<file path="src/rtl/core/nsrb_pkg.sv">
// ----------------------------------------------------------------------------
// nsrb_pkg
// Types and constants shared by the SNTP server reply builder.
// ----------------------------------------------------------------------------
package nsrb_pkg;

    localparam logic [31:0] UNIX_TO_NTP_SECONDS = 32'd2208988800;
    localparam logic [2:0]  MODE_CLIENT         = 3'd3;
    localparam logic [2:0]  MODE_SERVER         = 3'd4;
    localparam logic [2:0]  VERSION_MIN_OK      = 3'd3;
    localparam int          HASH_BITS           = 11;
    localparam int          OFFSET_BITS         = 21;

    localparam logic [21:0] RST_MAX_OFFSET      = 22'd600;
    localparam logic        RST_OBFUSCATE       = 1'b1;

    typedef enum logic [1:0] {
        ST_REPLY       = 2'd0,
        ST_BAD_VERSION = 2'd1,
        ST_NOT_CLIENT  = 2'd2
    } t_status;

    typedef enum logic {
        REG_MAX_OFFSET = 1'b0,
        REG_OBFUSCATE  = 1'b1
    } t_reg_index;

    typedef struct packed {
        logic [OFFSET_BITS-1:0] max_offset;
        logic                   obfuscate_enable;
    } t_cfg;

    typedef struct packed {
        logic [19:0] now_microseconds;
        logic [31:0] now_seconds;
        logic [31:0] client_address;
        logic [63:0] request_transmit_ts;
        logic [7:0]  request_flags;
    } t_request;

    typedef struct packed {
        t_status                status;
        logic [OFFSET_BITS-1:0] applied_offset;
        logic [63:0]            reply_ts;
        logic [63:0]            origin_ts;
        logic [7:0]             reply_flags;
    } t_reply;

endpackage

</file>
<file path="src/rtl/core/ntp_server_reply_builder_unit.sv">
// ----------------------------------------------------------------------------
// ntp_server_reply_builder_unit
// SNTP server reply builder with per-client time obfuscation.
// ----------------------------------------------------------------------------
// Accepts one request transfer every clock cycle unless backpressure stalls it,
// and returns exactly one result per request, in order. The
// request lands in an input register; one pass of logic (address hash, a 21x11
// multiply, the microsecond-to-fraction conversion and the seconds adder) then
// fills the output register. Backpressure on the master side stalls both
// stages in place. Registers: max_offset at byte address 0, obfuscate_enable
// at byte address 4; write them only while no request is in flight.
// ----------------------------------------------------------------------------
module ntp_server_reply_builder_unit (
    input  logic         i_clk,
    input  logic         i_rst_n,
    // request: flags[7:0], transmit_ts[71:8], client_address[103:72],
    // now_seconds[135:104], now_microseconds[155:136], zero fill[159:156]
    input  logic [159:0] s_axis_tdata,
    input  logic         s_axis_tvalid,
    output logic         s_axis_tready,
    // result: reply_flags[7:0], origin_ts[71:8], reply_ts[135:72],
    // applied_offset[156:136], zero fill[159:157]
    output logic [159:0] m_axis_tdata,
    // result: status[1:0]
    output logic [1:0]   m_axis_tuser,
    output logic         m_axis_tvalid,
    input  logic         m_axis_tready,
    input  logic         psel,
    input  logic         penable,
    input  logic         pwrite,
    input  logic [2:0]   paddr,
    input  logic [31:0]  pwdata,
    output logic [31:0]  prdata,
    output logic         pready
);
    import nsrb_pkg::*;

    t_cfg     w_cfg;
    t_request w_req_in;
    t_reply   w_rply;

    t_request r_req;
    t_request n_req;
    logic     r_s1_valid;
    logic     n_s1_valid;
    t_reply   r_rply;
    t_reply   n_rply;
    logic     r_out_valid;
    logic     n_out_valid;

    logic     w_s2_ready;
    logic     w_s1_ready;
    logic     w_in_xfer;
    logic     w_s2_load;

    nsrb_cfg u_cfg (
        .i_clk     (i_clk),
        .i_rst_n   (i_rst_n),
        .i_psel    (psel),
        .i_penable (penable),
        .i_pwrite  (pwrite),
        .i_paddr   (paddr),
        .i_pwdata  (pwdata),
        .o_prdata  (prdata),
        .o_pready  (pready),
        .o_cfg     (w_cfg)
    );

    nsrb_calc u_calc (
        .i_req  (r_req),
        .i_cfg  (w_cfg),
        .o_rply (w_rply)
    );

    assign w_req_in.request_flags       = s_axis_tdata[7:0];
    assign w_req_in.request_transmit_ts = s_axis_tdata[71:8];
    assign w_req_in.client_address      = s_axis_tdata[103:72];
    assign w_req_in.now_seconds         = s_axis_tdata[135:104];
    assign w_req_in.now_microseconds    = s_axis_tdata[155:136];

    assign w_s2_ready    = !r_out_valid || m_axis_tready;
    assign w_s1_ready    = !r_s1_valid || w_s2_ready;
    assign w_in_xfer     = s_axis_tvalid && w_s1_ready;
    assign w_s2_load     = r_s1_valid && w_s2_ready;
    assign s_axis_tready = w_s1_ready;

    always_comb begin
        n_req       = w_in_xfer ? w_req_in : r_req;
        n_s1_valid  = w_in_xfer || (r_s1_valid && !w_s2_ready);
        n_rply      = w_s2_load ? w_rply : r_rply;
        n_out_valid = w_s2_load || (r_out_valid && !m_axis_tready);
    end

    always_ff @(posedge i_clk) begin
        if (!i_rst_n) begin
            r_s1_valid  <= 1'b0;
            r_out_valid <= 1'b0;
        end else begin
            r_s1_valid  <= n_s1_valid;
            r_out_valid <= n_out_valid;
        end
    end

    always_ff @(posedge i_clk) begin
        r_req  <= n_req;
        r_rply <= n_rply;
    end

    assign m_axis_tvalid = r_out_valid;
    assign m_axis_tuser  = r_rply.status;
    assign m_axis_tdata  = {3'd0, r_rply.applied_offset, r_rply.reply_ts,
                            r_rply.origin_ts, r_rply.reply_flags};

    a_drop_zero: assert property (@(posedge i_clk) disable iff (!i_rst_n)
        (r_out_valid && r_rply.status != ST_REPLY) |->
        (r_rply.reply_flags == 8'd0 && r_rply.origin_ts == 64'd0 &&
         r_rply.reply_ts == 64'd0 && r_rply.applied_offset == '0))
        else $error("dropped request carries nonzero result fields");

    a_reply_mode: assert property (@(posedge i_clk) disable iff (!i_rst_n)
        (r_out_valid && r_rply.status == ST_REPLY) |->
        (r_rply.reply_flags[2:0] == MODE_SERVER && r_rply.reply_flags[7:6] == 2'b00))
        else $error("reply flags lack server mode or leap bits are set");

    a_s1_hold: assert property (@(posedge i_clk) disable iff (!i_rst_n)
        (r_s1_valid && !w_s2_ready) |=> (r_s1_valid && $stable(r_req)))
        else $error("stalled request lost from input stage");

    a_s1_advance: assert property (@(posedge i_clk) disable iff (!i_rst_n)
        (r_s1_valid && w_s2_ready) |=> r_out_valid)
        else $error("request left input stage without reaching output");

    a_reset_empty: assert property (@(posedge i_clk)
        !i_rst_n |=> (!r_out_valid && !r_s1_valid))
        else $error("pipeline not empty after reset");

endmodule

</file>
<file path="src/rtl/core/nsrb_cfg.sv">
// ----------------------------------------------------------------------------
// nsrb_cfg
// APB register file: maximum offset and obfuscation enable.
// ----------------------------------------------------------------------------
module nsrb_cfg (
    input  logic                i_clk,
    input  logic                i_rst_n,
    input  logic                i_psel,
    input  logic                i_penable,
    input  logic                i_pwrite,
    input  logic [2:0]          i_paddr,
    input  logic [31:0]         i_pwdata,
    output logic [31:0]         o_prdata,
    output logic                o_pready,
    output nsrb_pkg::t_cfg      o_cfg
);
    import nsrb_pkg::*;

    logic [OFFSET_BITS-1:0] r_max_offset;
    logic [OFFSET_BITS-1:0] n_max_offset;
    logic                   r_obfuscate;
    logic                   n_obfuscate;
    logic                   w_wr;
    t_reg_index             w_index;

    assign w_wr     = i_psel && i_penable && i_pwrite;
    assign w_index  = t_reg_index'(i_paddr[2]);
    assign o_pready = 1'b1;

    always_comb begin
        n_max_offset = r_max_offset;
        n_obfuscate  = r_obfuscate;
        if (w_wr) begin
            case (w_index)
                REG_MAX_OFFSET: n_max_offset = i_pwdata[OFFSET_BITS-1:0];
                REG_OBFUSCATE:  n_obfuscate  = i_pwdata[0];
                default: ;
            endcase
        end
    end

    always_ff @(posedge i_clk) begin
        if (!i_rst_n) begin
            r_max_offset <= RST_MAX_OFFSET[OFFSET_BITS-1:0];
            r_obfuscate  <= RST_OBFUSCATE;
        end else begin
            r_max_offset <= n_max_offset;
            r_obfuscate  <= n_obfuscate;
        end
    end

    always_comb begin
        case (w_index)
            REG_MAX_OFFSET: o_prdata = {{(32-OFFSET_BITS){1'b0}}, r_max_offset};
            REG_OBFUSCATE:  o_prdata = {31'd0, r_obfuscate};
            default:        o_prdata = 32'd0;
        endcase
    end

    assign o_cfg.max_offset       = r_max_offset;
    assign o_cfg.obfuscate_enable = r_obfuscate;

endmodule

</file>
<file path="src/rtl/core/nsrb_calc.sv">
// ----------------------------------------------------------------------------
// nsrb_calc
// Request check, client hash and offset, NTP seconds and fraction.
// ----------------------------------------------------------------------------
module nsrb_calc (
    input  nsrb_pkg::t_request  i_req,
    input  nsrb_pkg::t_cfg      i_cfg,
    output nsrb_pkg::t_reply    o_rply
);
    import nsrb_pkg::*;

    logic [2:0]             w_version;
    logic [2:0]             w_mode;
    logic [31:0]            w_addr;
    logic [HASH_BITS-1:0]   w_hash;
    logic [31:0]            w_prod;
    logic [OFFSET_BITS-1:0] w_offset;
    logic [19:0]            w_usec;
    logic [30:0]            w_usec_mul;
    logic [31:0]            w_fraction;
    logic [31:0]            w_seconds;

    assign w_version = i_req.request_flags[5:3];
    assign w_mode    = i_req.request_flags[2:0];
    assign w_addr    = i_req.client_address;

    // xor of address shifted right 24, 15, 6 and left 3, low 11 bits
    assign w_hash = {3'd0, w_addr[31:24]} ^ w_addr[25:15] ^ w_addr[16:6]
                  ^ {w_addr[7:0], 3'd0};

    assign w_prod   = {{(32-OFFSET_BITS){1'b0}}, i_cfg.max_offset}
                    * {{(32-HASH_BITS){1'b0}}, w_hash};
    assign w_offset = i_cfg.obfuscate_enable ? w_prod[31:HASH_BITS]
                                             : {OFFSET_BITS{1'b0}};

    assign w_usec     = i_req.now_microseconds;
    assign w_usec_mul = {11'd0, w_usec} * 31'd1825;
    assign w_fraction = {w_usec, 12'd0} + {4'd0, w_usec, 8'd0}
                      - {6'd0, w_usec_mul[30:5]};

    assign w_seconds = i_req.now_seconds + UNIX_TO_NTP_SECONDS
                     - {{(32-OFFSET_BITS){1'b0}}, w_offset};

    always_comb begin
        o_rply = '0;
        if (w_version < VERSION_MIN_OK) begin
            o_rply.status = ST_BAD_VERSION;
        end else if (w_mode != MODE_CLIENT) begin
            o_rply.status = ST_NOT_CLIENT;
        end else begin
            o_rply.status         = ST_REPLY;
            o_rply.reply_flags    = {2'b00, i_req.request_flags[5:3], MODE_SERVER};
            o_rply.origin_ts      = i_req.request_transmit_ts;
            o_rply.reply_ts       = {w_seconds, w_fraction};
            o_rply.applied_offset = w_offset;
        end
    end

endmodule
</file>
<file path="config.mk">
export PLATFORM = sky130hd
export DESIGN_NAME = ntp_server_reply_builder_unit
export DESIGN_NICKNAME = d
export VERILOG_FILES = /design/src/rtl/core/nsrb_pkg.sv /design/src/rtl/core/ntp_server_reply_builder_unit.sv /design/src/rtl/core/nsrb_cfg.sv /design/src/rtl/core/nsrb_calc.sv
export SDC_FILE = /design/constraint.sdc
export NUM_CORES = 1
export LEC_CHECK = 0
export ABC_AREA = 1
export BUFFER_PORTS_ARGS = -buffer_cell sky130_fd_sc_hd__buf_2
export CORE_MARGIN = 1
export CORE_UTILIZATION = 40
export CTS_BUF_LIST = sky130_fd_sc_hd__clkbuf_16
export DETAILED_ROUTE_END_ITERATION = 10
export GPL_ROUTABILITY_DRIVEN = 0
export GPL_TIMING_DRIVEN = 0
export MAX_ROUTING_LAYER = met4
export PLACE_DENSITY_LB_ADDON = 0.12
export SYNTH_ARGS = -nofsm -noshare
export SYNTH_HDL_FRONTEND = slang
export SYNTH_SLANG_ARGS = --single-unit
</file>
<file path="constraint.sdc">
create_clock -name i_clk -period 29.8 [get_ports i_clk]
set_input_delay 5.96 -clock i_clk [delete_from_list [all_inputs] [get_ports i_clk]]
set_output_delay 5.96 -clock i_clk [all_outputs]
set_load 0.02 [all_outputs]
</file>
Yosys cells after proc, flatten, opt, wreduce, memory -nomap -nowiden

Cells that the tools add are included.

Bits in registers: 337
Bits of input ports: 202
Output and inout port bits: 197
Word-level logic and storage cells: 48

Add/sub/neg operators: 4
$mul: 2
Order comparisons: 1
Eq/ne operators: 1
Muxes and demuxes: 4
Bitwise logic cells: 4
Reduce and logical (&&, ||, !) cells: 17

Operators with widths:

| kind                     | count |
|---|---|
| $pmux W32 S2             | 1 |
| $add A32 B28 Y32         | 1 |
| $add A32 B32 Y32 const B | 1 |
| $mul A21 B11 Y32         | 1 |
| $sub A32 B21 Y32         | 1 |
| $sub A32 B26 Y32         | 1 |
| $mul A20 B11 Y31 const B | 1 |
| $xor A11 B11 Y11         | 2 |
| $mux W21                 | 1 |
| $xor A8 B11 Y11          | 1 |
| $logic_and A1 B1 Y1      | 6 |
| $logic_not A1 Y1         | 4 |
| $logic_or A1 B1 Y1       | 4 |
| $reduce_and A2 Y1        | 2 |
| $lt A3 B2 Y1 const B     | 1 |
| $mux W3                  | 1 |
| $ne A3 B2 Y1 const B     | 1 |
| $mux W2                  | 1 |
| $reduce_or A2 Y1         | 1 |
| $not A1 Y1               | 1 |

Depth between registers and ports, before layout

Word-level depth: 6
Gate-level depth with buffers: 40
Mapped depth without buffers: 40

Hierarchy

From an unflattened synthesis, not the netlist that was laid out.

Cells, all modules: 2,899
Area total of the unflattened synthesis: 26,740.6 sq um

By module, submodules not included:

| module                        | times used | cells an instance | area an instance (sq um) | sequential area each (sq um) |
|---|---|---|---|---|
| nsrb_calc                     | 1          | 2,371             | 15,956.6                 | 0.0 |
| ntp_server_reply_builder_unit | 1          | 332               | 9,580.4                  | 9,499.1 |
| nsrb_cfg                      | 1          | 196               | 1,203.7                  | 440.4 |

Worst setup path before layout

OpenSTA, ideal clock, no wires.

Kind: input to register
Start: input port m_axis_tready
End: register r_rply (netlist bit m_axis_tdata[100]), enable pin
Setup time: 721 ps
Arrival: 13,445 ps
Required time: 29,079 ps
Slack: 15,634 ps
Cell stages on the path: 2
Buffers on the path: 0
Cells stage by stage: inv_1 > a21oi_1

Cells in the longest elaborated chain, start to end: 2

RTL lines:

| what                 | line                                 | source |
|---|---|---|
| from (decl)          | ntp_server_reply_builder_unit.sv:27  | `input logic m_axis_tready,` |
| $logic_or A1 B1 Y1   | ntp_server_reply_builder_unit.sv:81  | `assign w_s2_ready = !r_out_valid \|\| m_axis_tready;` |
| $logic_and A1 B1 Y1  | ntp_server_reply_builder_unit.sv:84  | `assign w_s2_load = r_s1_valid && w_s2_ready;` |
| named net w_s2_load  | ntp_server_reply_builder_unit.sv:54  | `logic w_s2_load;` |
| to (signal assigned) | ntp_server_reply_builder_unit.sv:106 | `r_rply <= n_rply;` |
| to (decl)            | ntp_server_reply_builder_unit.sv:46  | `t_reply r_rply;` |

The timed path passes the listed nets, and every way through them passes these cells.
A chain may end at the register's enable or synchronous reset.

Final worst setup path

Start: input port paddr[2]
End: output port prdata[5]

Cells in the longest elaborated chain, start to end: 2

RTL lines:

| what             | line                                | source |
|---|---|---|
| from (decl)      | ntp_server_reply_builder_unit.sv:31 | `input logic [2:0] paddr,` |
| $not A1 Y1       | nsrb_cfg.sv:53                      | `case (w_index)` |
| $pmux W32 S2 (*) | nsrb_cfg.sv:53                      |  |
| to (decl)        | ntp_server_reply_builder_unit.sv:33 | `output logic [31:0] prdata,` |

Mark *: on every way between the ends. The rest lies on a longest branch, timed or not. The select of a mux whose other input is x is not followed.

==> flow_summary.json <==
{
  "rr_worst_depth": 34,
  "netlist_area_um2": 26300,
  "slowest_delay_ns": 0.51,
  "pre_cts_ws_ns": 16.84,
  "finalSetupTns_ns": 0,
  "slew_headroom": 0.425,
  "global_route.peak_usage_layer": "met2",
  "setup_slack_ns": 16.81,
  "clock-sinks": 333,
  "cts-resized-gates": 0,
  "r2r-start": "r_req[90]$_DFFE_PP_",
  "overflow": 0,
  "cp_cell_sequence": "clkbuf_1, clkbuf_1, nor2_1, buf_2",
  "fin_util": 0.475,
  "synth.area.top_cells": "edfxtp_1 (35%), fa_1 (17%), ha_1 (12%)",
  "use_met1": 0.302,
  "yosysUniqueCellTypes": 46,
  "hold_slack_ns": 0.530,
  "io_buffer_count": 359,
  "power_mw": 3.60,
  "slew_violations": 0,
  "worstSetupEndpointType": "output port",
  "routed_wl_mm": 73.4,
  "first_global_vias": 21000,
  "synth_top_cell_area_share": 0.353,
  "place_area_um2": 29400,
  "placed_cells": 4070,
  "path_class": "in -> out",
  "synth_top_family_by_area": "adder cells",
  "dieArea_um2": 66700,
  "clock_latency_ns": 0.59,
  "first_pass_iters": 5,
  "leakagePower_nw": 14.9,
  "nFillCells": 6351,
  "start_util": 0.406,
  "syn-instance-count": 2832,
  "grt_usage": 0.231,
  "critPathMostFrequentCell": "clkbuf_1",
  "cap_violations": 0,
  "grt_pass1_wl_mm": 116,
  "htreeDepth": 2,
  "tightest_slew_ns": 0.862,
  "finalCritPeriodShare": 0.436,
  "numCtsBuffers": 41,
  "mostFrequentLayoutCell": "inv_1",
  "worstReg2RegEnd": "m_axis_tdata[130]$_SDFFCE_PP0P_",
  "synth-xor-area-share": 0.0167,
  "cts_setup_buffers": 0,
  "syn2layout_area_growth_pct": 17.0,
  "holdPathEnd": "m_axis_tdata[52]$_SDFFCE_PP0P_",
  "drc": 0,
  "finalInstanceArea_um2": 30800,
  "grt_start_max_net_pins": 123,
  "worstPathRequired_ns": 23.84,
  "rsz0062_at_grt": "no",
  "cpMaxStageDelayCell": "clkbuf_1",
  "synth_area_leader_cell": "edfxtp_1",
  "die-height_um": 258,
  "cts_buffer_depth": 3,
  "fmax_ghz": 0.0770,
  "grt_antenna_before_repair": 4,
  "final_cell_mix": "inv_1 (586), nand2_1 (383), nor2_1 (376)",
  "postCtsHoldBufs": 0,
  "fin_crit_ns": 12.99,
  "hold_viol_final": 0,
  "dp_hpwl_mm": 60.1,
  "status": "finished clean",
  "path_depth": 4,
  "synthMuxAreaShare": 0,
  "grtUsageMet2": 0.365,
  "met3_usage": 0.0415,
  "yosys.area_share.simple": 0.147,
  "arrival_ns": 7.03,
  "p_per_area_nw_per_um2": 117,
  "ys_seq_area_frac": 0.371,
  "setup_viol": 0,
  "hold_depth": 2,
  "die_w_um": 258,
  "ios": 399,
  "synth_compound_area_frac": 0.0808,
  "route.vias.total": 20400,
  "synth-adder-area-share": 0.288,
  "ir_drop_uv": 114,
  "ff2ff_setup_slack_ns": 21.05,
  "root_buffer": "clkbuf_16",
  "cp_num_buf_inv": 3,
  "yosys_warnings": 0,
  "min_from": "r_req[52]$_DFFE_PP_",
  "crit_path_start_kind": "input pin",
  "drt-initial-drc-count": 1424,
  "syn_area_per_cell_um2": 9.28,
  "fin_worst_skew_ns": 0.0317,
  "finalNetCount": 3930,
  "clk_pin_slew_worst_paths_ns": 0.06,
  "viasPerCell": 4.93,
  "core_area_um2": 64700,
  "std_cell_rows": 93,
  "drtAntennaViolNets": 0,
  "crit_fanout": 10,
  "critPathTopFamily": "buffers and inverters",
  "synth-seq-cells": 333,
  "drive_gt1_frac": 0.148,
  "wl_per_cell_um": 17.7,
  "cts_tree": "done",
  "final_cells": 4148,
  "hp-class": "reg -> reg"
}
worst max path at each step:
stage | startpoint | endpoint | slack (ns)
global route | paddr[2] | prdata[20] | 16.79
finish | paddr[2] | prdata[5] | 16.81
floorplan | m_axis_tready | m_axis_tdata[100]$_SDFFCE_PP0P_ | 15.63
global placement | m_axis_tready | m_axis_tdata[130]$_SDFFCE_PP0P_ | 10.90
CTS | paddr[2] | prdata[5] | 16.83
detailed placement | paddr[2] | prdata[5] | 16.84
where the power goes:
group	switching [mW]	internal (mW)	total, mW
combinational	1.70	0.831	2.53
clock	0.207	0.297	0.505
sequential	0.0160	0.549	0.565
total	1.92	1.68	3.60
registers in the layout, summed over array words and instances (netlist names):
register,flops
m_axis_tdata,153
m_axis_tuser,2
m_axis_tvalid,1
r_req,154
r_s1_valid,1
u_cfg.r_max_offset,21
u_cfg.r_obfuscate,1
worst register-to-register path, delay by kind of cell, from the launching register on:
kind	cells	cell delay, ns
AO/OA/AOI/OAI	8	1.87
AND/OR/NAND/NOR	8	1.06
buffers and inverters	7	0.85
XOR/XNOR	3	0.92
flip-flops	1	0.38
adder cells (fa/ha/maj)	8	3.41
synthesized netlist by cell type, drive strengths merged:
library cell and count:
nor4 6, nor3b 1, a211oi 3, nand2 392, xnor2 19, conb 2
a21boi 6, xor2 31, o211ai 1, o21bai 12, nor3 40, and3 4
inv 586, clkinv 3, edfxtp 309, ha 245, a21oi 209, o21ai 127
nor2 379, o311ai 2, nand3b 7, nand3 90, a21o 14, or2 10
dfxtp 24, o21a 15, fa 225, nand4 11, and2 1, a311o 1
a31oi 2, clkbuf 25, buf 30
layer usage:
layer / wire [um] / share of wire
met5: 0 / 0
met3: 4900 / 0.067
met1: 32200 / 0.44
met2: 34300 / 0.47
met4: 2050 / 0.028
area by class of cell:
cell class	instances	area, um^2	area share
clock inverters	33	347	0.0113
plain buffers	55	304	0.00989
flip-flops and latches	333	9760	0.317
clock buffers	41	1030	0.0334
repair buffers	366	1940	0.0632
inverters	589	2220	0.0721
well taps	855	1070	0.0348
diodes	4	10.0	0.000325
multi-input cells	1872	14100	0.458
cell families (layout without fill, tap and decap cells):
| logic type | Yosys count | in the layout |
|---|---|---|
| xor gates and xnor gates | 50 | 50 |
| buffers and inverters | 644 | 1084 |
| other | 2 | 23 |
| adders and majority gates | 470 | 470 |
| DFF | 333 | 333 |
| AOI/OAI and AO/OA | 392 | 392 |
| and+or+nand+nor | 941 | 941 |
No activity file was read; power rests on OpenSTA's default activity.
